<file path="src/positional_list_engine_macros.svh">
// Assertion macros shared by the positional list engine modules.
`ifndef POSITIONAL_LIST_ENGINE_MACROS_SVH
`define POSITIONAL_LIST_ENGINE_MACROS_SVH

// Same-cycle implication, disabled while reset is asserted.
`define PLE_ASSERT_IMP(label, clk, rst_n, ante, cons) \
    label: assert property (@(posedge clk) disable iff (!rst_n) (ante) |-> (cons)) \
        else $error("positional list engine: same-cycle check failed");

// Next-cycle implication, disabled while reset is asserted.
`define PLE_ASSERT_NEXT(label, clk, rst_n, ante, cons) \
    label: assert property (@(posedge clk) disable iff (!rst_n) (ante) |=> (cons)) \
        else $error("positional list engine: next-cycle check failed");

`endif

</file>
<file path="src/ple_pkg.sv">
// Shared command, status and cell control types of the positional list engine.
`default_nettype none

package ple_pkg;

    typedef enum logic [2:0] {
        CMD_PUSH_FRONT = 3'd0,
        CMD_PUSH_BACK  = 3'd1,
        CMD_INSERT     = 3'd2,
        CMD_OVERWRITE  = 3'd3,
        CMD_REVERSE    = 3'd4,
        CMD_POP_FRONT  = 3'd5,
        CMD_POP_BACK   = 3'd6,
        CMD_REMOVE     = 3'd7
    } t_cmd;

    typedef enum logic [1:0] {
        ST_OK      = 2'd0,
        ST_EMPTY   = 2'd1,
        ST_INVALID = 2'd2,
        ST_FULL    = 2'd3
    } t_status;

    // What every cell does in a cycle, relative to the broadcast slot index.
    typedef enum logic [1:0] {
        OP_HOLD  = 2'd0,
        OP_OPEN  = 2'd1,
        OP_CLOSE = 2'd2,
        OP_WRITE = 2'd3
    } t_cell_op;

    typedef struct packed {
        t_cell_op op;
        logic     front_en;
    } t_cell_ctl;

endpackage

`default_nettype wire

</file>
<file path="src/ple_cell.sv">
// One slot of the list: holds an identifier and trades it with its neighbors.
`default_nettype none

module ple_cell
    import ple_pkg::*;
#(
    parameter int ID_WIDTH  = 32,
    parameter int IDX_WIDTH = 6,
    parameter int INDEX     = 0
) (
    input  wire logic                 i_clk,
    input  wire t_cell_ctl            i_ctl,
    input  wire logic [IDX_WIDTH-1:0] i_at,
    input  wire logic [IDX_WIDTH-1:0] i_front_at,
    input  wire logic [ID_WIDTH-1:0]  i_ident,
    input  wire logic [ID_WIDTH-1:0]  i_left,
    input  wire logic [ID_WIDTH-1:0]  i_right,
    output logic      [ID_WIDTH-1:0]  o_value,
    output logic      [ID_WIDTH-1:0]  o_take_tap,
    output logic      [ID_WIDTH-1:0]  o_front_tap
);

    localparam logic [IDX_WIDTH-1:0] MyIdx = IDX_WIDTH'(INDEX);

    logic [ID_WIDTH-1:0] r_value;
    logic [ID_WIDTH-1:0] n_value;
    logic                hit;
    logic                above;

    assign hit   = (i_at == MyIdx);
    assign above = (MyIdx > i_at);

    always_comb begin
        n_value = r_value;
        unique case (i_ctl.op)
            OP_OPEN: begin
                if (hit) begin
                    n_value = i_ident;
                end else if (above) begin
                    n_value = i_left;
                end
            end
            OP_CLOSE: begin
                if (hit || above) begin
                    n_value = i_right;
                end
            end
            OP_WRITE: begin
                if (hit) begin
                    n_value = i_ident;
                end
            end
            default: begin
                n_value = r_value;
            end
        endcase
    end

    always_ff @(posedge i_clk) begin
        r_value <= n_value;
    end

    assign o_value     = r_value;
    assign o_take_tap  = (hit && (i_ctl.op == OP_WRITE || i_ctl.op == OP_CLOSE))
                         ? r_value : '0;
    assign o_front_tap = (i_ctl.front_en && (i_front_at == MyIdx)) ? n_value : '0;

endmodule

`default_nettype wire

</file>
<file path="config.mk">
export PLATFORM = sky130hd
export DESIGN_NAME = ple_cell
export DESIGN_NICKNAME = d
export VERILOG_FILES = /design/src/positional_list_engine_macros.svh /design/src/ple_pkg.sv /design/src/ple_cell.sv
export SDC_FILE = /design/constraint.sdc
export NUM_CORES = 1
export LEC_CHECK = 0
export BUFFER_PORTS_ARGS = -buffer_cell sky130_fd_sc_hd__buf_4
export CORE_MARGIN = 2
export CORE_UTILIZATION = 30
export DETAILED_ROUTE_END_ITERATION = 16
export HOLD_SLACK_MARGIN = 0.02
export MAX_ROUTING_LAYER = met4
export PLACE_DENSITY = 0.64
export SLEW_MARGIN = 10
export SYNTH_ARGS = -nofsm -noshare
export SYNTH_HDL_FRONTEND = slang
export SYNTH_SLANG_ARGS = --single-unit
export TNS_END_PERCENT = 100
</file>
<file path="constraint.sdc">
create_clock -name i_clk -period 3.3 [get_ports i_clk]
set_clock_uncertainty 0.15 [all_clocks]
set_input_delay 0.825 -clock i_clk [delete_from_list [all_inputs] [get_ports i_clk]]
set_output_delay 0.825 -clock i_clk [all_outputs]
set_load 0.05 [all_outputs]
</file>
# [Word level (Yosys, flattened, before mapping)]
# Index checks and enable logic that the tools add are counted.
[totals] regBits=32 in_bits=112 output_inout_bits=96 elab_cells=18
[op_classes] order_cmp=1 eq_ne=3 muxes=7 n_reduce_logical=6
[op_table] cell="$mux 32" n=6
[op_table] cell="$pmux 32 s3" n=1
[op_table] cell="$logic_not 6->1" n=2
[op_table] cell="$gt 1x6->1 const A" n=1
[op_table] cell="$eq 2x2->1 const B" n=2
[op_table] cell="$eq 2x1->1 const B" n=1
[op_table] cell="$logic_and 1x1->1" n=2
[op_table] cell="$logic_or 1x1->1" n=2

# [Longest topological paths before layout]
# Gate-level depths: netlist of run 1.
[depth] ltp_word=5 mapped_depth=6

# [Worst setup path before layout of run 1]
# No wires, ideal clock.
[synth_path] path_kind="input -> output" startpoint="in i_at[0]" endpoint="out o_front_tap[10]" t_arrival_ns=4.129 required_time_ns=2.325 slack_ns=-1.804 path_stages=4 n_path_buf=1 path_cell_list="nor4_1 -> clkbuf_1 -> a21oi_1 -> a2111oi_0"
[synth_between] elab_chain_len=5 word_cells_on_any_way=9
[synth_rtl] item="from (decl)" line="ple_cell.sv:13" rtl="input wire logic [IDX_WIDTH-1:0] i_at,"
[synth_rtl] item="$gt 1x6->1 or $logic_not 6->1 (tied branches)" line="ple_cell.sv:31, ple_cell.sv:30"
[synth_rtl] item="$mux 32 or $logic_or 1x1->1 (tied branches)" line="ple_cell.sv:39, ple_cell.sv:44"
[synth_rtl] item="$mux 32 (on tied branches)" line="ple_cell.sv:37, ple_cell.sv:44"
[synth_rtl] item="$pmux 32 s3 *" line="ple_cell.sv:35" rtl="unique case (i_ctl.op)"
[synth_rtl] item="$mux 32 *" line="ple_cell.sv:66" rtl="assign o_front_tap = (i_ctl.front_en && (i_front_at == MyIdx)) ? n_value : '0;"
[synth_rtl] item="to (decl)" line="ple_cell.sv:20" rtl="output logic [ID_WIDTH-1:0] o_front_tap"
# Mark *: on every way between the ends. The rest lies on a longest branch, timed or not.

# [Worst setup path after layout of run 1]
[layout_path] startpoint="in i_at[0]" endpoint="out o_front_tap[15]"
# Same word-level chain as after synthesis.

==> summary.md, run 1 <==
| Metric | Value |
|---|---|
| R2R depth | 5 |
| Row Count | 33 |
| FF-to-FF End | o_value[23]$_DFF_P_ |
| Initial antenna violation count | 0 |
| Top cells by area, synth | dfxtp_1 26%, o32ai_1 11%, a211oi_1 10%, a2111oi_0 9.4%, and3_1 8.0% |
| Die footprint | about 9100 um2 |
| Max-slew violations | 0 |
| Adder-cell share of the synthesized area | 0 |
| CTS sink count | 32 |
| Mux cell area share after synthesis | 0 |
| Total CTS buffers | 5 |
| Hold path depth | 3 |
| Max reg flops | 32 |
| Nets | roughly 690 |
| IO Pins | around 210 |
| Post-synthesis net count | around 430 |
| Detail Route Antenna Nets | 0 |
| Register bit total from synthesis | 32 |
| Peak supply drop | about 140 uV |
| Total Routed Length | 12.1 mm |
| Number of global-route vias before repair | approximately 3700 |
| RD Place Congestion | about 0.82 |
| Global-route wire length before repair | between 15 and 20 mm |
| Design Power | ~1.3 mW |
| Worst setup margin | -0.131 ns |
| Vias/cell | about 5.6 |
| Worst r2r src | o_value[23]$_DFF_P_ |
| Post-Synth Simple-Gate Area | 0.277 |
| PwrDens | slightly above 200 nW/um2 |
| CTS tree | built |
| Final Critical Period | between 3 and 4 ns |
| IO buf count | between 150 and 200 |
| Fmax | between 200 and 300 MHz |
| Cell taking the most area after synthesis | dfxtp_1 |
| WP data arrival | between 2 and 2.5 ns |
| Worst Hold Launch | o_value[22]$_DFF_P_ |
| Core ar. | 8180 um2 |
| Critical Path RT | roughly 2.3 ns |
| Register area share after synthesis | 0.255 |
| Clock root cell | clkbuf_8 |
| GR Overflow Total | 0 |
| Number of diodes | 0 |
| Syn Area/Cell | 7.86 um2 |
| Measured slew at the worst slew-check pin | 0.382 ns |
| CP Capture Type | output port |
| Clock tree buffer depth | 2 |
| DR vias | approximately 3800 |
| CP Class | in2out |
| Setup violators final | 62 |
| Hold Path End | o_value[22]$_DFF_P_ |
| Die W | between 90 and 100 um |
| Synth Area in XOR/XNOR | 0 |
| Tcrit/Tclk final | 1.04 |
| Largest family of logic cells by synthesized area | compound AO/OA/AOI/OAI gates |
| Worst-Skew Late Latency | around 0.29 ns |
| Post-synthesis compound-gate area fraction | 0.390 |
| Yosys top cell area share | 0.255 |
| Initial DRC count | 113 |
| Hold_buf cts | 0 |
| CP startpoint | i_at[0] |
| Synth unique cells | 25 |
| Flop-to-flop setup slack | about 2.0 ns |
| DRC errors left | 0 |
| Synth Instances | about 320 |
| P_leak | approximately 2.4 nW |
| Hold Vio Cnt, Final | 0 |
| H-tree depth | 2 |
| Status | complete, but fails checks |
| Gr usage total | 0.256 |
| Routed len/inst | approximately 18 um |
| First-pass DRT Iterations | 4 |
| Largest net degree at the start of global routing | 44 |
| Detailed placer's ending HPWL | 8.40 mm |
| Share of post-route cells with drive strength above 1 | 0.723 |
| Post-Syn Area | 2510 um2 |
| RSZ-0062 raised after global routing | yes |
| Worst-path clk slew | 0.07 ns |
| HP Class | reg2reg |
| Synth warn | 0 |
| Worst setup SP type | input pin |
| Max transition margin | 0.745 |
| Failing checks | negative setup slack |
| Total negative slack | -5.61 ns |
| Initial Util | 0.307 |
| Area growth, synth to finish | 141% |
| Max-cap viol count | 0 |
| Worst-path fanout max | 25 |
| Chip height | 95.4 um |
[layout by cell type, fill, tap and decap left out, types with 4 or more instances in the layout]
cell       instances
a2111oi_4         27
a211oi_1          31
a211oi_2           4
a21oi_1           30
and3_2            30
buf_12            12
buf_4            253
buf_6             26
clkbuf_8           6
dfxtp_1           32
nand2b_1          31
nor2_1             5
nor4_1            11
nor4_2             9
nor4_4             8
o211ai_1           4
o32ai_1            9
o32ai_2           15
o32ai_4            7
or4b_2             4
[worst max path at each step]
| stage | endpoint | slack, ns | cells past startpoint |
|---|---|---|---|
| 6_report | o_front_tap[15] | -0.13 | 7 |
| 3_5_place_dp | o_front_tap[8] | -0.42 | 6 |
| 5_1_grt | o_front_tap[30] | -0.18 | 7 |
| 2_1_floorplan | o_front_tap[19] | -0.1 | 4 |
| 4_1_cts | o_front_tap[21] | -0.15 | 7 |
| 3_3_place_gp | o_front_tap[2] | -0.42 | 8 |
[through the flow]
step                hold slack [ns]  utilization  area [um2]  setup WS, ns  std cells
finish                        0.452        0.739        6040        -0.131        680
global route                  0.494        0.739        6040        -0.182        680
CTS                           0.453        0.713        5830        -0.146        674
global placement              0.430        0.660        5400        -0.416        658
floorplan                     0.636            -        3240       -0.0975        319
detailed placement            0.455        0.660        5400        -0.424        658
[worst max-delay path, cell delays in order]
cell and delay (ns):
buf_6 0.09, or4_4 0.58, buf_8 0.21, o32ai_1 0.29, buf_4 0.17, a2111oi_4 0.07
buf_4 0.20
[layer usage]
layer	global-route usage	share of wire	up-vias
met1	0.301	0.41	1875
li1	-	-	1833
met4	0.0619	0.014	0
met5	-	0	-
met3	0.0300	0.039	13
met2	0.464	0.54	95
[cells by family after synthesis]
family	after synthesis
buf+inv	46
simple gates	110
flops	32
compound gates	131
[Yosys cell counts, drive strengths merged]
library cell and instances:
nand3b 1, a21oi 32, nor4 28, a2111oi 27
o31ai 1, clkinv 1, or4 1, nand2 3
nor4b 1, nor2 7, dfxtp 32, clkbuf 36
buf 9, or2 1, a211o 1, nor3 1
or4b 4, o211ai 4, nand2b 31, and3 32
a211oi 35, o32ai 31
[cell type report]
cell class / instances / area (um2)
tap: 105 / 131
sequential: 32 / 641
inverter: 1 / 6.26
fill: 586 / 2140
clock buffer: 6 / 82.6
timing repair buffer: 293 / 2460
clock inverter: 2 / 10.0
multi-input combinational: 241 / 2710
[what timing repair did]
action,in CTS,in global routing
pin swaps,5,5
setup buffers,7,6
gates resized for setup,47,26
setup endpoints to repair,64,64
cloned,1,0
[power breakdown]
group,switching [mW],internal (mW),total [mW]
clock network,0.163,0.167,0.329
logic,0.273,0.227,0.500
registers,0.0222,0.404,0.426
total,0.458,0.798,1.26
(Power assumes the default switching activity.)
==> run 2, diff against run 1 <==
--- a/config.mk
+++ b/config.mk
@@ -8,6 +8,7 @@
 export BUFFER_PORTS_ARGS = -buffer_cell sky130_fd_sc_hd__buf_4
 export CORE_MARGIN = 2
 export CORE_UTILIZATION = 30
+export CTS_BUF_LIST = sky130_fd_sc_hd__clkbuf_2
 export DETAILED_ROUTE_END_ITERATION = 16
 export HOLD_SLACK_MARGIN = 0.02
 export MAX_ROUTING_LAYER = met4
==> run 2 against run 1 <==
  * The run still ends with negative setup slack left
  * Power shrank 11%
  * Non-clock buffer count is 1 lower
  * Global-route usage shrank 0.072 points
  * Maximum frequency hardly changed
  * Design area decreased by 1.9%
  * Flip-flop and latch count did not move
  * Routed wire length down 1.8%
  * Combinational power fell by 1%
  * Core utilization decreased by 1.4 points
  * Clock-buffer cell count is 1 lower
  * Largest cell class unchanged
  * Highest routed layer unchanged
==> summary.md, run 2 (synthesis gave the netlist of run 1 again) <==
| Metric | Value |
|---|---|
| Status | complete, but fails checks |
| Failing checks | negative setup slack |
| Global-route wire length before repair | approximately 18 mm |
| Max-cap viol count | 0 |
| Commonest non-fill, non-tap cells in the layout | 257 x buf_4, 32 x dfxtp_1, 31 x nand2b_1, 31 x a211oi_1 |
| Fin util | 0.724 |
| Total negative slack | -5.81 ns |
| Measured slew at the worst slew-check pin | about 0.37 ns |
| Number of diodes | 0 |
| Worst setup margin | -0.132 ns |
| IO Pins | about 210 |
| Worst-path fanout max | 25 |
| Final Critical Period | roughly 3.4 ns |
| PwrDens | ~190 nW/um2 |
| P_leak | 2.35 nW |
| Setup violators final | 64 |
| DR vias | ~3800 |
| Die W | between 90 and 100 um |
| Share of post-route cells with drive strength above 1 | 0.718 |
| Post-DP Area | 5400 um2 |
| Fin area | 5920 um2 |
| Max transition margin | 0.756 |
| Area growth, synth to finish | 136% |
| HP Class | reg2reg |
| Max-slew violations | 0 |
| Total Routed Length | ~12 mm |
| Row Count | 33 |
| Initial DRC count | 115 |
| R2R depth | 4 |
| Initial antenna violation count | 0 |
| RSZ-0062 raised after global routing | yes |
| Worst-path clk slew | between 0.15 and 0.2 ns |
| IO buf count | between 150 and 200 |
| Placed Cells | about 660 |
| Final Non-Filler Cells | 679 |
| RD Place Congestion | ~0.82 |
| Worst-Skew Late Latency | approximately 0.37 ns |
| Hold slack | between 0.4 and 0.5 ns |
| Initial Util | 0.307 |
| WP data arrival | between 2 and 2.5 ns |
| Vias/cell | 5.58 |
| CTS tree | built |
| Largest net degree at the start of global routing | 44 |
| Max reg flops | 32 |
| CP Class | in2out |
| Detail Route Antenna Nets | 0 |
| Total CTS buffers | 5 |
| Worst setup SP type | input pin |
| DRC errors left | 0 |
| GR Overflow Total | 0 |
| Place WS | -0.424 ns |
| H-tree depth | 2 |
| Clock root cell | clkbuf_2 |
| Peak supply drop | roughly 130 uV |
| First-pass DRT Iterations | 4 |
| Hold path depth | 3 |
| CTS sink count | 32 |
| Fmax | just under 300 MHz |
| Fillers | 600 |
| Hold_buf cts | 0 |
| Routed len/inst | about 18 um |
| Detailed placer's ending HPWL | 8.40 mm |
| Die footprint | slightly above 9000 um2 |
| Nets | 685 |
| Tcrit/Tclk final | 1.04 |
| Number of global-route vias before repair | between 3000 and 4000 |
| Hold Vio Cnt, Final | 0 |
| CP Capture Type | output port |
| Critical Path RT | ~2.3 ns |
| Clock tree buffer depth | 2 |
| Gr usage total | 0.255 |
| Chip height | between 90 and 100 um |
| Design Power | about 1.1 mW |
| Commonest non-fill, non-tap cell in the layout | buf_4 |
| Core ar. | just over 8000 um2 |
-- run 2: cell types whose count changed in the layout (fill, tap and decap cells not counted), moves of 3 or more --
cell,previous run,this run
clkbuf_8,6,0
buf_6,26,23
clkbuf_2,0,5
buf_4,253,257
-- run 2: area by class of cell --
class	count	area [um2]	area share
Clock buffer	5	25.0	0.00423
Clock inverter	3	13.8	0.00232
Inverter	1	6.26	0.00106
Multi-Input combinational cell	241	2680	0.452
Sequential cell	32	641	0.108
Tap cell	105	131	0.0222
Timing Repair Buffer	292	2430	0.410
-- run 2: critical path: stages --
cell and delay [ns]:
buf_6 0.09, or4_4 0.58, buf_6 0.22, o32ai_1 0.30, buf_4 0.17, a2111oi_4 0.06, buf_4 0.20
-- run 2: final timing paths --
kind / start / end / slack [ns]
max: i_at[0] / o_front_tap[18] / -0.13
min: o_value[22]$_DFF_P_ / o_value[22]$_DFF_P_ / 0.46
max reg2reg: o_value[6]$_DFF_P_ / o_value[6]$_DFF_P_ / 2.05
min reg2reg: o_value[22]$_DFF_P_ / o_value[22]$_DFF_P_ / 0.46
-- run 2: timing repair --
action,CTS,global route
gates cloned,1,0
setup endpoints to repair,64,64
pin swaps,5,1
setup buffers,7,6
resized for setup,47,15
-- run 2: power breakdown --
group	internal (mW)	total [mW]	leakage (nW)	switching, mW
Clock	0.0476	0.197	0.0302	0.149
Sequential	0.405	0.427	0.260	0.0222
Combinational	0.223	0.493	2.06	0.269
Total	0.676	1.12	2.35	0.441
-- run 2: per-layer routing --
metal | track usage | routed length, um
met4 | 0.0536 | 111
met3 | 0.0300 | 462
met1 | 0.301 | 5000
met5 | - | 0
met2 | 0.465 | 6340
==> run 3, diff against run 2 <==
--- a/config.mk
+++ b/config.mk
@@ -8,7 +8,7 @@
 export BUFFER_PORTS_ARGS = -buffer_cell sky130_fd_sc_hd__buf_4
 export CORE_MARGIN = 2
 export CORE_UTILIZATION = 30
-export CTS_BUF_LIST = sky130_fd_sc_hd__clkbuf_2
+export CTS_CLUSTER_DIAMETER = 200
 export DETAILED_ROUTE_END_ITERATION = 16
 export HOLD_SLACK_MARGIN = 0.02
 export MAX_ROUTING_LAYER = met4
==> constraint.sdc (replaced) <==
create_clock -name i_clk -period 3.3 [get_ports i_clk]
set_clock_uncertainty 0.15 [all_clocks]
set_input_delay 0.825 -clock i_clk [delete_from_list [all_inputs] [get_ports i_clk]]
set_output_delay 0.825 -clock i_clk [all_outputs]
set_load 0.1 [all_outputs]
==> run 3 against run 2 <==
  * The run still ends with negative setup slack left
  * Maximum frequency down 0.79%
  * Via count grew 0.79%
  * Global-route usage grew 1.3 points
==> summary.md, run 3 (synthesis gave the netlist of run 1 again) <==
| Metric | Value |
|---|---|
| Number of global-route vias before repair | 3959 |
| Share of post-route cells with drive strength above 1 | 0.725 |
| Max-slew violations | 0 |
| Clock root cell | clkbuf_8 |
| Final Critical Period | between 3 and 4 ns |
| Final Non-Filler Cells | between 600 and 700 |
| Measured slew at the worst slew-check pin | 0.433 ns |
| Number of diodes | 0 |
| Die footprint | between 9000 and 10000 um2 |
| GR Overflow Total | 0 |
| Multi-input gate area | between 2000 and 3000 um2 |
| H-tree depth | 2 |
| Detailed placer's ending HPWL | between 8 and 9 mm |
| P_leak | between 2 and 2.5 nW |
| DRC errors left | 0 |
| Chip height | approximately 95 um |
| Initial DRC count | 73 |
| Tcrit/Tclk final | 1.05 |
| IO buf count | roughly 180 |
| DRT met1 WL | a little over 5 mm |
| CTS sink count | 32 |
| Routed len/inst | roughly 18 um |
| CTS tree | built |
| Commonest non-fill, non-tap cells in the layout | 208 x buf_4, 49 x buf_12, 34 x buf_6, 32 x dfxtp_1 |
| Nets | between 600 and 700 |
| Detail Route Antenna Nets | 0 |
| Hold_buf cts | 0 |
| Peak supply drop | ~150 uV |
| Total CTS buffers | 5 |
| Worst-path fanout max | 30 |
| HP Class | reg2reg |
| Largest net degree at the start of global routing | 45 |
| Max reg flops | 32 |
| Metal2 WL | 6.75 mm |
| Setup violators final | 60 |
| Max layer used | met4 |
| Worst-path clk slew | 0.07 ns |
| Area growth, synth to finish | 164% |
| Global-route wire length before repair | 19.0 mm |
| Fmax | slightly below 300 MHz |
| Max-cap viol count | 0 |
| DR vias | ~3800 |
| Worst setup margin | -0.160 ns |
| Post-DP Area | approximately 5600 um2 |
| Place WS | -0.221 ns |
| Core ar. | 8180 um2 |
| First-pass DRT Iterations | 4 |
| Initial antenna violation count | 0 |
| Hold Vio Cnt, Final | 0 |
| Fillers | between 400 and 500 |
| Row Count | 33 |
| Total Routed Length | about 12 mm |
| Storage cell area | around 640 um2 |
| WP data arrival | around 2.5 ns |
| CP Class | in2out |
| Gr usage total | 0.268 |
| RD Place Congestion | 0.817 |
| Max transition margin | 0.711 |
| IO Pins | around 210 |
| Placed Cells | around 660 |
| Status | complete, but fails checks |
| PwrDens | about 200 nW/um2 |
| Vias/cell | 5.65 |
| Die W | roughly 95 um |
| Clock tree buffer depth | 2 |
| Initial Util | 0.307 |
| Commonest non-fill, non-tap cell in the layout | buf_4 |
| Met3 wire len | about 440 um |
| Worst setup SP type | input pin |
| Fin area | between 6000 and 7000 um2 |
| CP Capture Type | output port |
| Fin util | 0.809 |
| Failing checks | negative setup slack |
| RSZ-0062 raised after global routing | yes |
| Critical Path RT | ~2.3 ns |
| Worst-Skew Late Latency | roughly 0.27 ns |
[run 3: cell count changes in the layout (fill, tap and decap cells not counted), moves of 9 or more]
cell,delta
and3_4,+31
buf_12,+37
buf_4,-49
and3_2,-29
nor4_1,+9
buf_6,+11
[run 3: worst paths after layout]
check                                         start                   to  slack, ns  cells after the start
worst max-delay path                        i_at[0]      o_front_tap[14]      -0.16                      7
worst min-delay path            o_value[22]$_DFF_P_  o_value[22]$_DFF_P_       0.46                      3
worst max register to register  o_value[18]$_DFF_P_  o_value[18]$_DFF_P_       2.00                      4
worst min register to register  o_value[22]$_DFF_P_  o_value[22]$_DFF_P_       0.46                      3
[run 3: critical path, stage by stage]
cell and delay, ns:
buf_6 0.09, or4_4 0.57, buf_12 0.21, nor4_1 0.33, buf_4 0.20, a2111oi_4 0.05
buf_6 0.20
[run 3: final cells by class]
cell class / instances / share of cell area
multi-input cells: 241 / 0.427
flip-flops and latches: 32 / 0.0969
repair buffers: 292 / 0.445
inverters: 1 / 0.00132
well taps: 105 / 0.0199
clock buffers: 5 / 0.0104
[run 3: metal layers]
metal  track usage  vias to the layer above
met5             -                        -
met2         0.495                       92
li1              -                     1825
met3        0.0348                       19
met4        0.0738                        0
met1         0.303                     1886
[run 3: repair_timing]
action,in CTS,in global routing
setup buffers,4,3
cloned,0,1
resized for setup,148,31
setup endpoints to repair,64,64
pin swaps,9,5
[run 3: report_power, final]
part           switching [mW]  internal [mW]  total, mW
Sequential             0.0250          0.404      0.429
Clock                   0.145          0.136      0.281
Combinational           0.345          0.229      0.574
[run 3: through the flow]
stage / hold WS [ns] / power, mW / setup TNS (ns)
floorplan: 0.896 / 0.746 / -11.76
global placement: 0.431 / 0.957 / -10.58
detailed placement: 0.447 / 0.965 / -11.24
CTS: 0.460 / 1.27 / -5.42
global route: 0.493 / 1.34 / -8.81
finish: 0.457 / 1.28 / -5.93
