==> src/positional_list_engine_macros.svh <==
// Assertion macros shared by the positional list engine modules.
`ifndef POSITIONAL_LIST_ENGINE_MACROS_SVH
`define POSITIONAL_LIST_ENGINE_MACROS_SVH

// Same-cycle implication, disabled while reset is asserted.
`define PLE_ASSERT_IMP(label, clk, rst_n, ante, cons) \
    label: assert property (@(posedge clk) disable iff (!rst_n) (ante) |-> (cons)) \
        else $error("positional list engine: same-cycle check failed");

// Next-cycle implication, disabled while reset is asserted.
`define PLE_ASSERT_NEXT(label, clk, rst_n, ante, cons) \
    label: assert property (@(posedge clk) disable iff (!rst_n) (ante) |=> (cons)) \
        else $error("positional list engine: next-cycle check failed");

`endif

==> src/ple_pkg.sv <==
// Shared command, status and cell control types of the positional list engine.
`default_nettype none

package ple_pkg;

    typedef enum logic [2:0] {
        CMD_PUSH_FRONT = 3'd0,
        CMD_PUSH_BACK  = 3'd1,
        CMD_INSERT     = 3'd2,
        CMD_OVERWRITE  = 3'd3,
        CMD_REVERSE    = 3'd4,
        CMD_POP_FRONT  = 3'd5,
        CMD_POP_BACK   = 3'd6,
        CMD_REMOVE     = 3'd7
    } t_cmd;

    typedef enum logic [1:0] {
        ST_OK      = 2'd0,
        ST_EMPTY   = 2'd1,
        ST_INVALID = 2'd2,
        ST_FULL    = 2'd3
    } t_status;

    // What every cell does in a cycle, relative to the broadcast slot index.
    typedef enum logic [1:0] {
        OP_HOLD  = 2'd0,
        OP_OPEN  = 2'd1,
        OP_CLOSE = 2'd2,
        OP_WRITE = 2'd3
    } t_cell_op;

    typedef struct packed {
        t_cell_op op;
        logic     front_en;
    } t_cell_ctl;

endpackage

`default_nettype wire

==> src/ple_ctrl.sv <==
// Command decode, count and direction flag of the positional list engine.
`default_nettype none
`include "positional_list_engine_macros.svh"

module ple_ctrl
    import ple_pkg::*;
#(
    parameter int CAPACITY = 64
) (
    input  wire logic                              i_clk,
    input  wire logic                              i_rst_n,
    input  wire logic                              i_fire,
    input  wire t_cmd                              i_cmd,
    input  wire logic [$clog2(CAPACITY+1)-1:0]     i_pos,
    output t_cell_ctl                              o_ctl,
    output logic      [$clog2(CAPACITY)-1:0]       o_at,
    output logic      [$clog2(CAPACITY)-1:0]       o_front_at,
    output t_status                                o_status,
    output logic      [$clog2(CAPACITY+1)-1:0]     o_count
);

    localparam int IW = $clog2(CAPACITY);
    localparam int CW = $clog2(CAPACITY + 1);

    logic [CW-1:0] r_held;
    logic [CW-1:0] n_held;
    logic          r_rev;
    logic          n_rev;
    logic [CW-1:0] last;
    logic [CW-1:0] lp;
    logic [CW-1:0] phys;
    logic [CW-1:0] fidx;
    t_cell_op      op;
    t_status       status;
    logic          is_add;

    assign last = r_held - 1'b1;

    // While the direction flag is set, logical position p lives in slot held-1-p.
    always_comb begin
        op     = OP_HOLD;
        status = ST_OK;
        n_held = r_held;
        n_rev  = r_rev;
        lp     = '0;
        phys   = '0;
        is_add = 1'b0;
        unique case (i_cmd) inside
            CMD_PUSH_FRONT, CMD_PUSH_BACK, CMD_INSERT: begin
                is_add = 1'b1;
                lp     = (i_cmd == CMD_PUSH_FRONT) ? '0 :
                         (i_cmd == CMD_PUSH_BACK)  ? r_held : i_pos;
                phys   = r_rev ? (r_held - lp) : lp;
                if (lp > r_held) begin
                    status = ST_INVALID;
                end else if (r_held == CW'(CAPACITY)) begin
                    status = ST_FULL;
                end else begin
                    op     = OP_OPEN;
                    n_held = r_held + 1'b1;
                end
            end
            CMD_OVERWRITE: begin
                lp   = i_pos;
                phys = r_rev ? (last - lp) : lp;
                if (lp >= r_held) begin
                    status = ST_INVALID;
                end else begin
                    op = OP_WRITE;
                end
            end
            CMD_REVERSE: begin
                n_rev = !r_rev;
            end
            CMD_POP_FRONT, CMD_POP_BACK, CMD_REMOVE: begin
                lp   = (i_cmd == CMD_POP_FRONT) ? '0 :
                       (i_cmd == CMD_POP_BACK)  ? last : i_pos;
                phys = r_rev ? (last - lp) : lp;
                if (r_held == '0) begin
                    status = ST_EMPTY;
                end else if (lp >= r_held) begin
                    status = ST_INVALID;
                end else begin
                    op     = OP_CLOSE;
                    n_held = r_held - 1'b1;
                end
            end
            default: begin
                op = OP_HOLD;
            end
        endcase
        if (!i_fire) begin
            op = OP_HOLD;
        end
        fidx = n_rev ? (n_held - 1'b1) : '0;
    end

    always_ff @(posedge i_clk) begin
        if (!i_rst_n) begin
            r_held <= '0;
            r_rev  <= 1'b0;
        end else if (i_fire) begin
            r_held <= n_held;
            r_rev  <= n_rev;
        end
    end

    assign o_ctl.op       = op;
    assign o_ctl.front_en = (n_held != '0);
    assign o_at           = phys[IW-1:0];
    assign o_front_at     = fidx[IW-1:0];
    assign o_status       = status;
    assign o_count        = n_held;

    `PLE_ASSERT_IMP(a_held_bounded, i_clk, i_rst_n, 1'b1, r_held <= CW'(CAPACITY))
    `PLE_ASSERT_NEXT(a_add_grows, i_clk, i_rst_n, i_fire && is_add && status == ST_OK, r_held == $past(r_held) + 1'b1)
    `PLE_ASSERT_NEXT(a_fault_keeps, i_clk, i_rst_n, i_fire && status != ST_OK, $stable(r_held) && $stable(r_rev))

endmodule

`default_nettype wire

==> config.mk <==
export PLATFORM = sky130hd
export DESIGN_NAME = ple_ctrl
export DESIGN_NICKNAME = d
export VERILOG_FILES = /design/src/ple_pkg.sv /design/src/ple_ctrl.sv
export VERILOG_INCLUDE_DIRS = /design/src /design/src/src
export SDC_FILE = /design/constraint.sdc
export NUM_CORES = 1
export LEC_CHECK = 0
export CAP_MARGIN = 20
export CORE_MARGIN = 8
export CORE_UTILIZATION = 40
export CTS_CLUSTER_DIAMETER = 50
export CTS_CLUSTER_SIZE = 40
export DETAILED_ROUTE_END_ITERATION = 8
export DONT_BUFFER_PORTS = 1
export GPL_TIMING_DRIVEN = 0
export PLACE_DENSITY = 0.66
export REMOVE_ABC_BUFFERS = 1
export SLEW_MARGIN = 20
export SYNTH_ARGS = -nofsm -noshare
export SYNTH_HDL_FRONTEND = slang
export SYNTH_SLANG_ARGS = --single-unit
==> constraint.sdc <==
create_clock -name i_clk -period 3.52 [get_ports i_clk]
set_input_delay 0 -clock i_clk [delete_from_list [all_inputs] [get_ports i_clk]]
set_output_delay 0 -clock i_clk [all_outputs]
set_load 0.05 [all_outputs]
=== Word-level counts from Yosys, hierarchy flattened ===
Cells that the tools add are included.

* Input bits: 13
* Logic and storage cells: 53
* Output and inout port bits: 24
* Register bits: 8

* Magnitude comparators: 3
* Reductions and logical operators: 6
* Add/sub/neg operators: 6
* Muxes and demuxes: 28
* Equality and inequality tests: 8

{| class="wikitable"
|+ Operators by type and width
! kind !! count
|-
| 7-bit two-way mux || 8
|-
| 6-bit two-way mux || 4
|-
| 2-bit two-way mux || 10
|-
| 6-bit case mux with 3 select lines || 1
|-
| 6-bit subtractor || 3
|-
| 7-bit >= comparator || 2
|-
| 7-bit case mux with 2 select lines || 1
|-
| 3-bit == test, second input constant || 4
|-
| 2-bit case mux with 3 select lines || 2
|-
| 7-bit by 1-bit adder with 7-bit output, second input constant || 1
|-
| 7-bit == test, second input constant || 1
|-
| 7-bit greater-than comparator || 1
|-
| 7-bit zero test || 1
|-
| 7-bit nonzero test || 1
|-
| 7-bit by 1-bit subtractor with 7-bit output, second input constant || 1
|-
| 3-bit by 2-bit == test with 1-bit output, second input constant || 2
|-
| 3-bit OR reduction || 2
|-
| 6-bit by 1-bit subtractor with 6-bit output, second input constant || 1
|-
| 3-bit by 1-bit == test with 1-bit output, second input constant || 1
|-
| 3-bit zero test || 1
|-
| 1-bit two-way mux || 2
|-
| 1-bit zero test || 1
|}

=== Depth between registers and ports, before layout ===
Gate-level depths: netlist of run 1.

* Word-level depth: 9
* Gate-level depth with buffers: 18
* Depth with buffers taken out: 18

=== Worst setup path after synthesis of run 1 ===
No wires, ideal clock.

* Path kind: register to output
* Start point: register r_held[0]
* End point: output port o_front_at[3]
* Setup slack: -1.628 ns
* Required time: 3.520 ns
* Arrival time: 5.148 ns
* Cell stages (with the launch flop): 18
* Path buffers: 0
* Cell sequence: dfxtp_1 inv_1 ha_1 nor2_1 a21oi_1 nor2_1 a21oi_1 inv_1 ha_1 nand2_1 o21ai_0 a31oi_1 a31oi_4 o221ai_1 xnor2_1 nor2_1 and3_1 nor3_1

* Word-level cells in the longest chain between the ends: 9
* Elaborated cells between the ends (all ways): 17
* Classes of those cells: 3 x add/sub; 2 x order compare; 1 x eq/ne; 10 x mux; 1 x reduce/logical

{| class="wikitable"
|+ RTL lines
! item !! RTL line !! RTL
|-
| start, declared || ple_ctrl.sv:25 || <nowiki>logic [CW-1:0] r_held;</nowiki>
|-
| start signal, assigned || ple_ctrl.sv:103 || <nowiki>r_held <= n_held;</nowiki>
|-
| 7-bit by 1-bit subtractor with 7-bit output || ple_ctrl.sv:37, ple_ctrl.sv:85 ||
|-
| 7-bit two-way mux || ple_ctrl.sv:77 || <nowiki>(i_cmd == CMD_POP_BACK) ? last : i_pos;</nowiki>
|-
| 7-bit two-way mux || ple_ctrl.sv:76 || <nowiki>lp = (i_cmd == CMD_POP_FRONT) ? '0 :</nowiki>
|-
| 7-bit >= comparator || ple_ctrl.sv:81 || <nowiki>end else if (lp >= r_held) begin</nowiki>
|-
| 7-bit two-way mux || ple_ctrl.sv:81 ||
|-
| 7-bit two-way mux || ple_ctrl.sv:79 || <nowiki>if (r_held == '0) begin</nowiki>
|-
| 7-bit case mux with 2 select lines * || ple_ctrl.sv:48 || <nowiki>unique case (i_cmd) inside</nowiki>
|-
| named net o_count[0] || ple_ctrl.sv:19 || <nowiki>output logic [$clog2(CAPACITY+1)-1:0] o_count</nowiki>
|-
| 6-bit by 1-bit subtractor with 6-bit output * || ple_ctrl.sv:95 || <nowiki>fidx = n_rev ? (n_held - 1'b1) : '0;</nowiki>
|-
| 6-bit two-way mux * || ple_ctrl.sv:95 ||
|-
| end, declared || ple_ctrl.sv:17 || <nowiki>output logic [$clog2(CAPACITY)-1:0] o_front_at,</nowiki>
|}

The timed path passes the listed nets; every way through them passes the cells marked *.

=== Worst setup path after layout of run 1 ===
* Start point: register r_held[0]
* End point: output port o_front_at[4]

The elaborated chain is that of the path after synthesis.

==> summary.md, run 1 <==
| Metric | Value |
|---|---|
| Total global routing overflow | 0 |
| Fin crit share | 1.18 |
| Io pins | 37 |
| Iter 0 DRT Violations | 572 |
| Initial core utilization | 0.412 |
| Reg2reg setup slack | -0.19 ns |
| CP top delay family | compound AO/OA/AOI/OAI gates |
| Share of layout cells above drive strength 1 | 0.307 |
| Share of flip-flops with an asynchronous set or reset | 0 |
| Clk_lat worst skew | 0.22 ns |
| Clock root buffer | clkbuf_8 |
| Hold Violations, Final | 0 |
| Worst clock skew | 0.000701 ns |
| Rows | 29 |
| Area delta synth->final | 34.9% |
| Fin nets | 465 |
| CP required | 3.52 ns |
| Top cell type's share of synthesized area | 0.191 |
| Pre-CTS WS | -1.99 ns |
| Crit Path Category | flop to output pin |
| DR WL/cell | 22.1 um |
| Via count | 3251 |
| CTS tree | yes |
| Die Wd | 96.8 um |
| CP max stage delay | 0.53 ns |
| Final Util | 0.555 |
| Cells on worst reg2reg path | 12 |
| Diode count | 0 |
| Vias in the first global route | 2798 |
| Period minus WS final | 4.16 ns |
| CP cell instances | clkinvlp_4 > ha_4 > nor2_1 > a21oi_1 > nor2_1 > a21oi_2 > inv_1 > ha_1 > nand2_2 > o21ai_4 > a31oi_4 > buf_4 > a21oi_4 > o221ai_4 > xnor2_4 > inv_2 > ha_4 > a21o_1 > a21oi_4 |
| Synth area leader | ha_1 |
| CP Data Arrival Time | 4.16 ns |
| Fmax | 240 MHz |
| Final WS setup | -0.642 ns |
| Clock sinks | 8 |
| Cell Area, Synth | 2610 um2 |
| Filler instances | 506 |
| Total of max-cap violations | 0 |
| Total GRT Usage | 0.191 |
| RSZ-0062 raised after global routing | true |
| PwrDens | 421 nW/um2 |
| CTS max path bufs | 2 |
| Setup crit end kind | output pin |
| Outcome | finished, violations left |
| Max VDD drop | 0.244 mV |
| Core area | 6350 um2 |
| Worst flop-to-flop path startpoint | r_held[5] |
| Post-Syn Instances | 377 |
| Most frequent cells in the layout | inv_1 (34), buf_4 (34), ha_1 (33), nand2_1 (29), nor2_1 (26) |
| Fin Hold WS | 0.0485 ns |
| Via density per instance | 6.72 |
| #FFs+latches synth | 8 |
| Final setup vio count | 14 |
| Pin count of the biggest net entering global routing | 24 |
| Die area | 9380 um2 |
| Hold crit path type | input pin to flop |
| Top cells by area, synth | ha_1 (19%), inv_1 (6.2%), dfxtp_1 (6.1%) |
| Antenna viol nets, final | 0 |
| Critical path depth | 19 |
| H-tree Lvls | 1 |
| Final Slew Violations | 0 |
| Design Power | 1.48 mW |
| Area occupied by registers | 174 um2 |
| Worst hold path depth | 2 |
| DRC viols | 0 |
| Sequential share of the synthesized area | 0.0613 |
| Crit-path max FO | 5 |
| Relative slew slack | 0.246 |
| Final HPWL DP | 6570 um |
| Avg Inst Size Synth | 6.93 um2 |
| CP startpoint kind | flop |
| Footprint of the multi-input gates | 2690 um2 |
| DRT Pass-1 Iters | 7 |
| EDFF count, synth | 0 |
| Failing checks | setup timing |
| Reg clk slew, reported paths | 0.04 ns |
| Initial antenna violation count | 0 |
| Hold_sp | i_rst_n |
| First-pass GRT wire length | 15200 um |
| Top FF cell, synth | dfxtp_1 |
| Worst-Margin Slew | 1.12 ns |
| Synthesis warning total | 0 |
| Crit path buf inv count | 4 |
| Cell at the slowest stage of the critical path | xnor2_4 |
| Port bufs | 0 |
| Num CTS Buffers | 3 |
| Gpl congestion | 0.937 |
| Crit path from | r_held[0] |
| Die Y | 96.8 um |
| Lkg Pwr | 1.46 nW |
| Total Routed Length | 10700 um |
| Yosys cell types | 63 |
==> cell families after synthesis <==
| kind of cell | synth area share |
|---|---|
| compound gates | 0.341 |
| simple gates | 0.218 |
| buf+inv | 0.0862 |
| fa+ha+maj | 0.214 |
| xor+xnor | 0.0637 |
| flops | 0.0613 |
| mux | 0.0158 |
==> path summary, 6_finish.rpt <==
kind | end
worst max-delay path | o_front_at[4]
worst min-delay path | r_held[1]
worst max register to register | r_held[6]
worst min register to register | r_held[2]
==> cell usage after synthesis (2+ instances only) <==
| library cell | count |
|---|---|
| o21ai_0 | 26 |
| a21o_1 | 14 |
| a211oi_1 | 6 |
| or4_1 | 3 |
| nor3_1 | 8 |
| a21boi_0 | 2 |
| clkbuf_1 | 12 |
| and2_1 | 3 |
| nor3b_1 | 2 |
| or2_2 | 2 |
| nand2_1 | 32 |
| a21oi_1 | 31 |
| and3_1 | 2 |
| xnor2_1 | 11 |
| fa_1 | 3 |
| ha_1 | 40 |
| nor4_1 | 2 |
| mux2i_1 | 3 |
| o32ai_1 | 3 |
| o211ai_1 | 2 |
| buf_1 | 2 |
| nor2b_1 | 5 |
| nor2_1 | 32 |
| o31ai_1 | 2 |
| o221ai_1 | 5 |
| a31oi_1 | 6 |
| xor2_1 | 8 |
| nand4_1 | 3 |
| a221oi_1 | 5 |
| o21a_1 | 5 |
| nand3_1 | 12 |
| inv_1 | 43 |
| nand2b_1 | 5 |
| dfxtp_1 | 8 |
==> registers in the layout, summed over array words and instances (netlist names) <==
register and cells:
r_held 7, r_rev 1
==> power breakdown <==
part	total, mW	internal (mW)	switching (mW)	leakage (nW)
registers	0.125	0.0994	0.0255	0.0684
logic	1.25	0.482	0.768	1.37
clock network	0.108	0.0739	0.0341	0.0216
total	1.48	0.655	0.828	1.46
==> stage by stage <==
stage	setup TNS, ns	area, um2	std cells
after global routing	-6.75	3530	484
after CTS	-2.94	3210	468
final	-5.21	3530	484
after floorplan	-10.84	2550	362
after global placement	-34.36	2650	439
after detailed placement	-27.05	2690	441
==> repair_timing <==
action                                 CTS  global route
endpoints found under the hold margin    7             0
gates resized for setup                 63            44
setup endpoints to repair               29            20
pin swaps                               24            27
buffers inserted                        22            16
hold buffers                             2             0
==> per-layer routing <==
layer | vias up | global-route usage | part of all wire
met5 | - | 0 | 0
met4 | 0 | 0.0698 | 0.068
met3 | 79 | 0.0220 | 0.11
met2 | 289 | 0.329 | 0.45
met1 | 1461 | 0.235 | 0.37
li1 | 1422 | - | -
==> cell type report <==
class / count / area share
multi-input combinational: 311 / 0.762
timing repair buffer: 42 / 0.0962
inverter: 43 / 0.0539
sequential: 8 / 0.0493
tap: 77 / 0.0273
clock buffer: 3 / 0.0117
Power figures use the tool's default switching activity.
==> run 2, diff against run 1 <==
- REMOVE_ABC_BUFFERS: 1 -> not set
==> summary.md, run 2 (synthesis gave the netlist of run 1 again) <==
| Metric | Value |
|---|---|
| Hold Violations, Final | 0 (unchanged) |
| Clk_lat worst skew | 0.23 ns (was 0.22 ns) |
| Vias in the first global route | 2913 (was 2798) |
| Clock root buffer | clkbuf_8 (unchanged) |
| Total of max-cap violations | 0 (unchanged) |
| Lkg Pwr | 1.53 nW (was 1.46 nW) |
| Most common cell after layout, fill and taps aside | buf_4 |
| Top reg by flops | r_held (unchanged) |
| Hold crit path type | input pin to flop (unchanged) |
| Io pins | 37 (unchanged) |
| Die Y | 96.8 um (unchanged) |
| Final WS setup | -0.548 ns (was -0.642 ns) |
| Pin count of the biggest net entering global routing | 11 (was 24) |
| Core area | 6350 um2 (unchanged) |
| CP required | 3.52 ns (about the same) |
| Total global routing overflow | 0 (unchanged) |
| Fin nets | 483 (was 465) |
| Footprint of the multi-input gates | 2750 um2 (was 2690 um2) |
| Die area | 9380 um2 (unchanged) |
| Area occupied by registers | 175 um2 (was 174 um2) |
| Design Power | 1.54 mW (was 1.48 mW) |
| Via count | 3243 (was 3251) |
| Rows | 29 (unchanged) |
| Max VDD drop | 0.308 mV (was 0.244 mV) |
| CP max stage delay | 0.41 ns (was 0.53 ns) |
| Net Count, Synth | 433 |
| Area delta synth->final | 41.9% (was 34.9%) |
| Final HPWL DP | 7380 um (was 6570 um) |
| First-pass GRT wire length | 15600 um (was 15200 um) |
| Regs by FF count | r_held (7), r_rev (1) (unchanged) |
| DRT Pass-1 Iters | 6 (was 7) |
| Final setup vio count | 13 (was 14) |
| Worst clock skew | 0.00420 ns (was 0.000701 ns) |
| Iter 0 DRT Violations | 348 (was 572) |
| CP top delay family | compound AO/OA/AOI/OAI gates (unchanged) |
| Failing checks | setup timing (unchanged) |
| Period minus WS final | 4.07 ns (was 4.16 ns) |
| Cell at the slowest stage of the critical path | dfxtp_4 (was xnor2_4) |
| Crit path buf inv count | 4 (unchanged) |
| Port bufs | 0 (unchanged) |
| Total GRT Usage | 0.199 (was 0.191) |
| Most frequent cells in the layout | buf_4 (43), inv_1 (32), ha_1 (32), nand2_1 (28), nor2_1 (27) (was inv_1 (34), buf_4 (34), ha_1 (33), nand2_1 (29), nor2_1 (26)) |
| CTS tree | yes (unchanged) |
| Diode count | 0 (unchanged) |
| Total Routed Length | 10600 um (was 10700 um) |
| Outcome | finished, violations left (unchanged) |
| DR WL/cell | 21.0 um (was 22.1 um) |
| Final Slew Violations | 0 (unchanged) |
| Relative slew slack | 0.0985 (was 0.246) |
| Initial core utilization | 0.412 (unchanged) |
| Clock sinks | 8 (unchanged) |
| CP startpoint kind | flop (unchanged) |
| Gpl congestion | 0.944 (was 0.937) |
| PwrDens | 415 nW/um2 (was 421 nW/um2) |
| Initial antenna violation count | 0 (unchanged) |
| Share of power burned in registers | 0.077 (was 0.084) |
| Fmax | 246 MHz (was 240 MHz) |
| Via density per instance | 6.45 (was 6.72) |
| Share of layout cells above drive strength 1 | 0.329 (was 0.307) |
| Critical path depth | 18 (was 19) |
| Fin crit share | 1.16 (was 1.18) |
| P_sw | 842 uW (was 828 uW) |
| Pint | 696 uW (was 655 uW) |
| Setup TNS | -3.88 ns (was -5.21 ns) |
| Cells on worst reg2reg path | 18 (was 12) |
| Clk pwr share | 0.077 (was 0.073) |
| Reg2reg setup slack | -0.07 ns (was -0.19 ns) |
| Switching share of power | 0.548 (was 0.558) |
| Die Wd | 96.8 um (unchanged) |
| Antenna viol nets, final | 0 (unchanged) |
| CP cell instances | inv_8 > ha_4 > xor2_4 > a31oi_1 > o21a_1 > inv_2 > ha_4 > a21oi_4 > o21ai_4 > a31oi_4 > a31oi_4 > buf_4 > o22a_4 > o211ai_1 > buf_4 > nor3_4 > a31o_1 > a21oi_4 (was clkinvlp_4 > ha_4 > nor2_1 > a21oi_1 > nor2_1 > a21oi_2 > inv_1 > ha_1 > nand2_2 > o21ai_4 > a31oi_4 > buf_4 > a21oi_4 > o221ai_4 > xnor2_4 > inv_2 > ha_4 > a21o_1 > a21oi_4) |
| Num CTS Buffers | 3 (unchanged) |
| Number of flip-flops under the largest register name | 7 (unchanged) |
| Power share of the combinational group | 0.846 (was 0.843) |
| DRC viols | 0 (unchanged) |
| CTS max path bufs | 2 (unchanged) |
| Worst hold path depth | 2 (unchanged) |
| Worst-Margin Slew | 1.34 ns (was 1.12 ns) |
| RSZ-0062 raised after global routing | true (unchanged) |
| Reg clk slew, reported paths | 0.04 ns (about the same) |
| Crit-path max FO | 6 (was 5) |
| H-tree Lvls | 1 (unchanged) |
| Crit Path Category | flop to output pin (unchanged) |
| Filler instances | 561 (was 506) |
| CP Data Arrival Time | 4.07 ns (was 4.16 ns) |
| Setup crit end kind | output pin (unchanged) |
## run 2: cell types whose count changed in the layout (fill, tap and decap cells not counted), moves of 3 or more
cell,previous run,this run
buf_4,34,43
clkbuf_1,0,9
clkinvlp_4,5,2
inv_2,2,5
## run 2: path summary, 6_finish.rpt
kind | start | endpoint
max | r_held[1] | o_front_at[5]
min | i_rst_n | r_held[0]
max reg2reg | r_held[1] | r_held[3]
min reg2reg | r_held[5] | r_held[5]
## run 2: what timing repair did
action | 4_1_cts | 5_1_grt
hold buffers | 1 | 0
setup endpoints to repair | 26 | 20
endpoints found under the hold margin | 1 | 0
pin swaps | 34 | 19
setup buffers | 27 | 17
gates resized for setup | 68 | 28
## run 2: stage by stage
step / hold slack [ns] / utilization / std cells / area, um2 / setup slack, ns
after global placement: 0.217 / 0.447 / 454 / 2840 / -1.25
after CTS: 0.00529 / 0.543 / 486 / 3450 / -0.423
after floorplan: 0.192 / - / 377 / 2740 / -0.502
after global routing: 0.0675 / 0.584 / 503 / 3710 / -0.660
final: 0.0570 / 0.584 / 503 / 3710 / -0.548
after detailed placement: 0.232 / 0.451 / 456 / 2870 / -1.23
## run 2: cell type report
| cell class | count | area share |
|---|---|---|
| buffer | 13 | 0.0219 |
| clock buffer | 4 | 0.0121 |
| inverter | 43 | 0.0509 |
| multi-input combinational | 311 | 0.743 |
| sequential | 8 | 0.0472 |
| tap | 77 | 0.0260 |
| timing repair buffer | 47 | 0.0992 |
## run 2: power by group through the flow
stage	combinational (mW)	sequential (mW)	clock (mW)
after floorplan	0.776	0.111	0
after detailed placement	0.952	0.119	0
after CTS	1.17	0.116	0.116
after global placement	0.929	0.119	0
after global routing	1.38	0.119	0.127
final	1.30	0.118	0.119
## run 2: per-layer routing
metal | up-vias | GRT usage | part of all wire
met1 | 1544 | 0.255 | 0.42
li1 | 1462 | - | -
met4 | 0 | 0.0734 | 0.033
met5 | - | 0 | 0
met2 | 199 | 0.329 | 0.48
met3 | 38 | 0.0256 | 0.074
==> run 3, diff against run 2 <==
- CORE_UTILIZATION: 40 -> 51
- CTS_CLUSTER_SIZE: 40 -> 25
- PLACE_DENSITY: 0.66 -> 0.79
==> summary.md, run 3 (synthesis gave the netlist of run 1 again) <==
| Metric | Value |
|---|---|
| Outcome | finished, violations left (unchanged) |
| Failing checks | DRC, setup timing (was setup timing) |
| Fin Hold WS | 0.0318 ns (was 0.0570 ns) |
| Clk_lat worst skew | 0.23 ns (about the same) |
| Final HPWL DP | 6890 um (was 7380 um) |
| Hold worst-path end | r_rev (was r_held[0]) |
| Met3 Use GR | 0.0638 (was 0.0256) |
| Pint | 736 uW (was 696 uW) |
| Fmax | 245 MHz (was 246 MHz) |
| Hold_sp | i_rst_n (unchanged) |
| Die area | 7670 um2 (was 9380 um2) |
| Diode count | 0 (unchanged) |
| Area delta synth->final | 45.0% (was 41.9%) |
| H-tree Lvls | 1 (unchanged) |
| RSZ-0062 raised after global routing | true (unchanged) |
| Io pins | 37 (unchanged) |
| PwrDens | 431 nW/um2 (was 415 nW/um2) |
| Clock root buffer | clkbuf_8 (unchanged) |
| Top reg by flops | r_held (unchanged) |
| Share of layout cells above drive strength 1 | 0.368 (was 0.329) |
| Worst clock skew | 0.00150 ns (was 0.00420 ns) |
| Cell area after layout | 3790 um2 (was 3710 um2) |
| Total GRT Usage | 0.266 (was 0.199) |
| Final Util | 0.752 (was 0.584) |
| Core area | 5040 um2 (was 6350 um2) |
| Crit-path max FO | 5 (was 6) |
| Setup crit end kind | output pin (unchanged) |
| Port bufs | 0 (unchanged) |
| Total global routing overflow | 0 (unchanged) |
| Hold crit path type | input pin to flop (unchanged) |
| DRT Pass-1 Iters | 9 (was 6) |
| CP startpoint kind | flop (unchanged) |
| DR WL/cell | 23.7 um (was 21.0 um) |
| Worst-Margin Slew | 1.07 ns (was 1.34 ns) |
| DRC viols | 6 (was 0) |
| Antenna viol nets, final | 0 (unchanged) |
| Most common cell after layout, fill and taps aside | buf_4 (unchanged) |
| Regs by FF count | r_held (7), r_rev (1) (unchanged) |
| Crit Path Category | flop to output pin (unchanged) |
| First-pass GRT wire length | 16300 um (was 15600 um) |
| Clock sinks | 8 (unchanged) |
| Final WS setup | -0.563 ns (was -0.548 ns) |
| Most frequent cells in the layout | buf_4 (48), ha_1 (33), inv_1 (30), nand2_1 (29), nor2_1 (24) (was buf_4 (43), inv_1 (32), ha_1 (32), nand2_1 (28), nor2_1 (27)) |
| Rows | 26 (was 29) |
| Max VDD drop | 0.355 mV (was 0.308 mV) |
| Fin crit share | 1.16 (about the same) |
| Share of power burned in registers | 0.075 (was 0.077) |
| Die Wd | 87.6 um (was 96.8 um) |
| P_sw | 899 uW (was 842 uW) |
| CP Data Arrival Time | 4.08 ns (was 4.07 ns) |
| Pre-CTS WS | -1.11 ns (was -1.23 ns) |
| RR Endpoint | r_held[2] (was r_held[3]) |
| Die Y | 87.6 um (was 96.8 um) |
| Clk pwr share | 0.071 (was 0.077) |
| Final Slew Violations | 0 (unchanged) |
| Met2 Use GR | 0.441 (was 0.329) |
| Period minus WS final | 4.08 ns (was 4.07 ns) |
| Number of flip-flops under the largest register name | 7 (unchanged) |
| CTS max path bufs | 2 (unchanged) |
| Vias in the first global route | 3244 (was 2913) |
| Initial antenna violation count | 0 (unchanged) |
| Placed cell area | 2870 um2 (about the same) |
| Reg2reg setup slack | -0.10 ns (was -0.07 ns) |
| Power share of the combinational group | 0.854 (was 0.846) |
| Via density per instance | 7.24 (was 6.45) |
| Fin nets | 489 (was 483) |
| Initial core utilization | 0.518 (was 0.412) |
| Final setup vio count | 14 (was 13) |
| GRT Max-Usage Layer | met2 (unchanged) |
| Switching share of power | 0.550 (was 0.548) |
| Via count | 3633 (was 3243) |
| Relative slew slack | 0.290 (was 0.0985) |
| Met1 Use GR | 0.312 (was 0.255) |
| CP required | 3.52 ns (about the same) |
| Num CTS Buffers | 3 (unchanged) |
| Pin count of the biggest net entering global routing | 11 (unchanged) |
| Net Count, Synth | 433 (unchanged) |
| Cells on worst reg2reg path | 16 (was 18) |
| Lkg Pwr | 1.57 nW (was 1.53 nW) |
| Hold Violations, Final | 0 (unchanged) |
| Setup TNS | -4.00 ns (was -3.88 ns) |
| Total Routed Length | 11900 um (was 10600 um) |
| CTS tree | yes (unchanged) |
| Reg clk slew, reported paths | 0.04 ns (about the same) |
| Worst flop-to-flop path startpoint | r_held[5] (was r_held[1]) |
| Gpl congestion | 1.00 (was 0.944) |
| Iter 0 DRT Violations | 570 (was 348) |
| Worst hold path depth | 2 (unchanged) |
| Total of max-cap violations | 0 (unchanged) |
==> run 3: power groups by stage <==
stage	Sequential, mW	Combinational [mW]	Clock, mW
3_5_place_dp	0.117	0.947	0
6_report	0.122	1.40	0.116
5_1_grt	0.122	1.46	0.122
2_1_floorplan	0.111	0.776	0
3_3_place_gp	0.117	0.915	0
4_1_cts	0.116	1.19	0.116
==> run 3: critical path, cell delays in order, from the launching register on <==
cell      delay, ns
dfxtp_4        0.40
inv_8          0.05
ha_4           0.27
nor2_2         0.05
a21oi_2        0.12
nor2_1         0.08
a21oi_2        0.15
inv_1          0.09
ha_4           0.28
nand2_4        0.04
o21ai_4        0.18
a31oi_4        0.17
buf_12         0.17
a21oi_4        0.23
o221ai_4       0.16
xnor2_4        0.52
inv_2          0.13
ha_4           0.20
a21o_1         0.18
a21oi_4        0.34
==> run 3: layout make-up <==
cell class / instances / area [um2]
multi-input cells: 311 / 2770
fillers: 317 / 1250
repair buffers: 55 / 450
inverters: 43 / 201
flip-flops and latches: 8 / 173
well taps: 70 / 87.6
plain buffers: 11 / 62.6
clock buffers: 4 / 45.0
==> run 3: repair_timing <==
| action | 4_1_cts | 5_1_grt |
|---|---|---|
| pin swaps | 30 | 27 |
| gates cloned | 0 | 0 |
| setup endpoints to repair | 25 | 19 |
| buffers inserted | 37 | 17 |
| endpoints found under the hold margin | 1 | 0 |
| resized for setup | 63 | 47 |
| hold buffers | 1 | 0 |
==> run 3: through the flow <==
stage	total power [mW]	std cells
2_1_floorplan	0.887	377
3_3_place_gp	1.03	447
3_5_place_dp	1.06	449
4_1_cts	1.42	489
5_1_grt	1.70	502
6_report	1.63	502
==> run 3: layer usage <==
metal  share of wire  up-vias  wire length (um)
met5               0        -                 0
met4           0.072        0               855
met3            0.14      125              1610
met2            0.46      373              5440
met1            0.34     1663              4000
li1                -     1472                 -
==> run 3: worst max-delay path by stage <==
stage                    from            end  slack (ns)
detailed placement  r_held[0]  o_front_at[2]       -1.11
CTS                 r_held[0]  o_front_at[4]       -0.42
global route        r_held[0]  o_front_at[5]       -0.67
finish              r_held[0]  o_front_at[4]       -0.56
global placement    r_held[4]  o_front_at[5]       -1.25
floorplan           r_held[0]  o_front_at[5]       -0.50
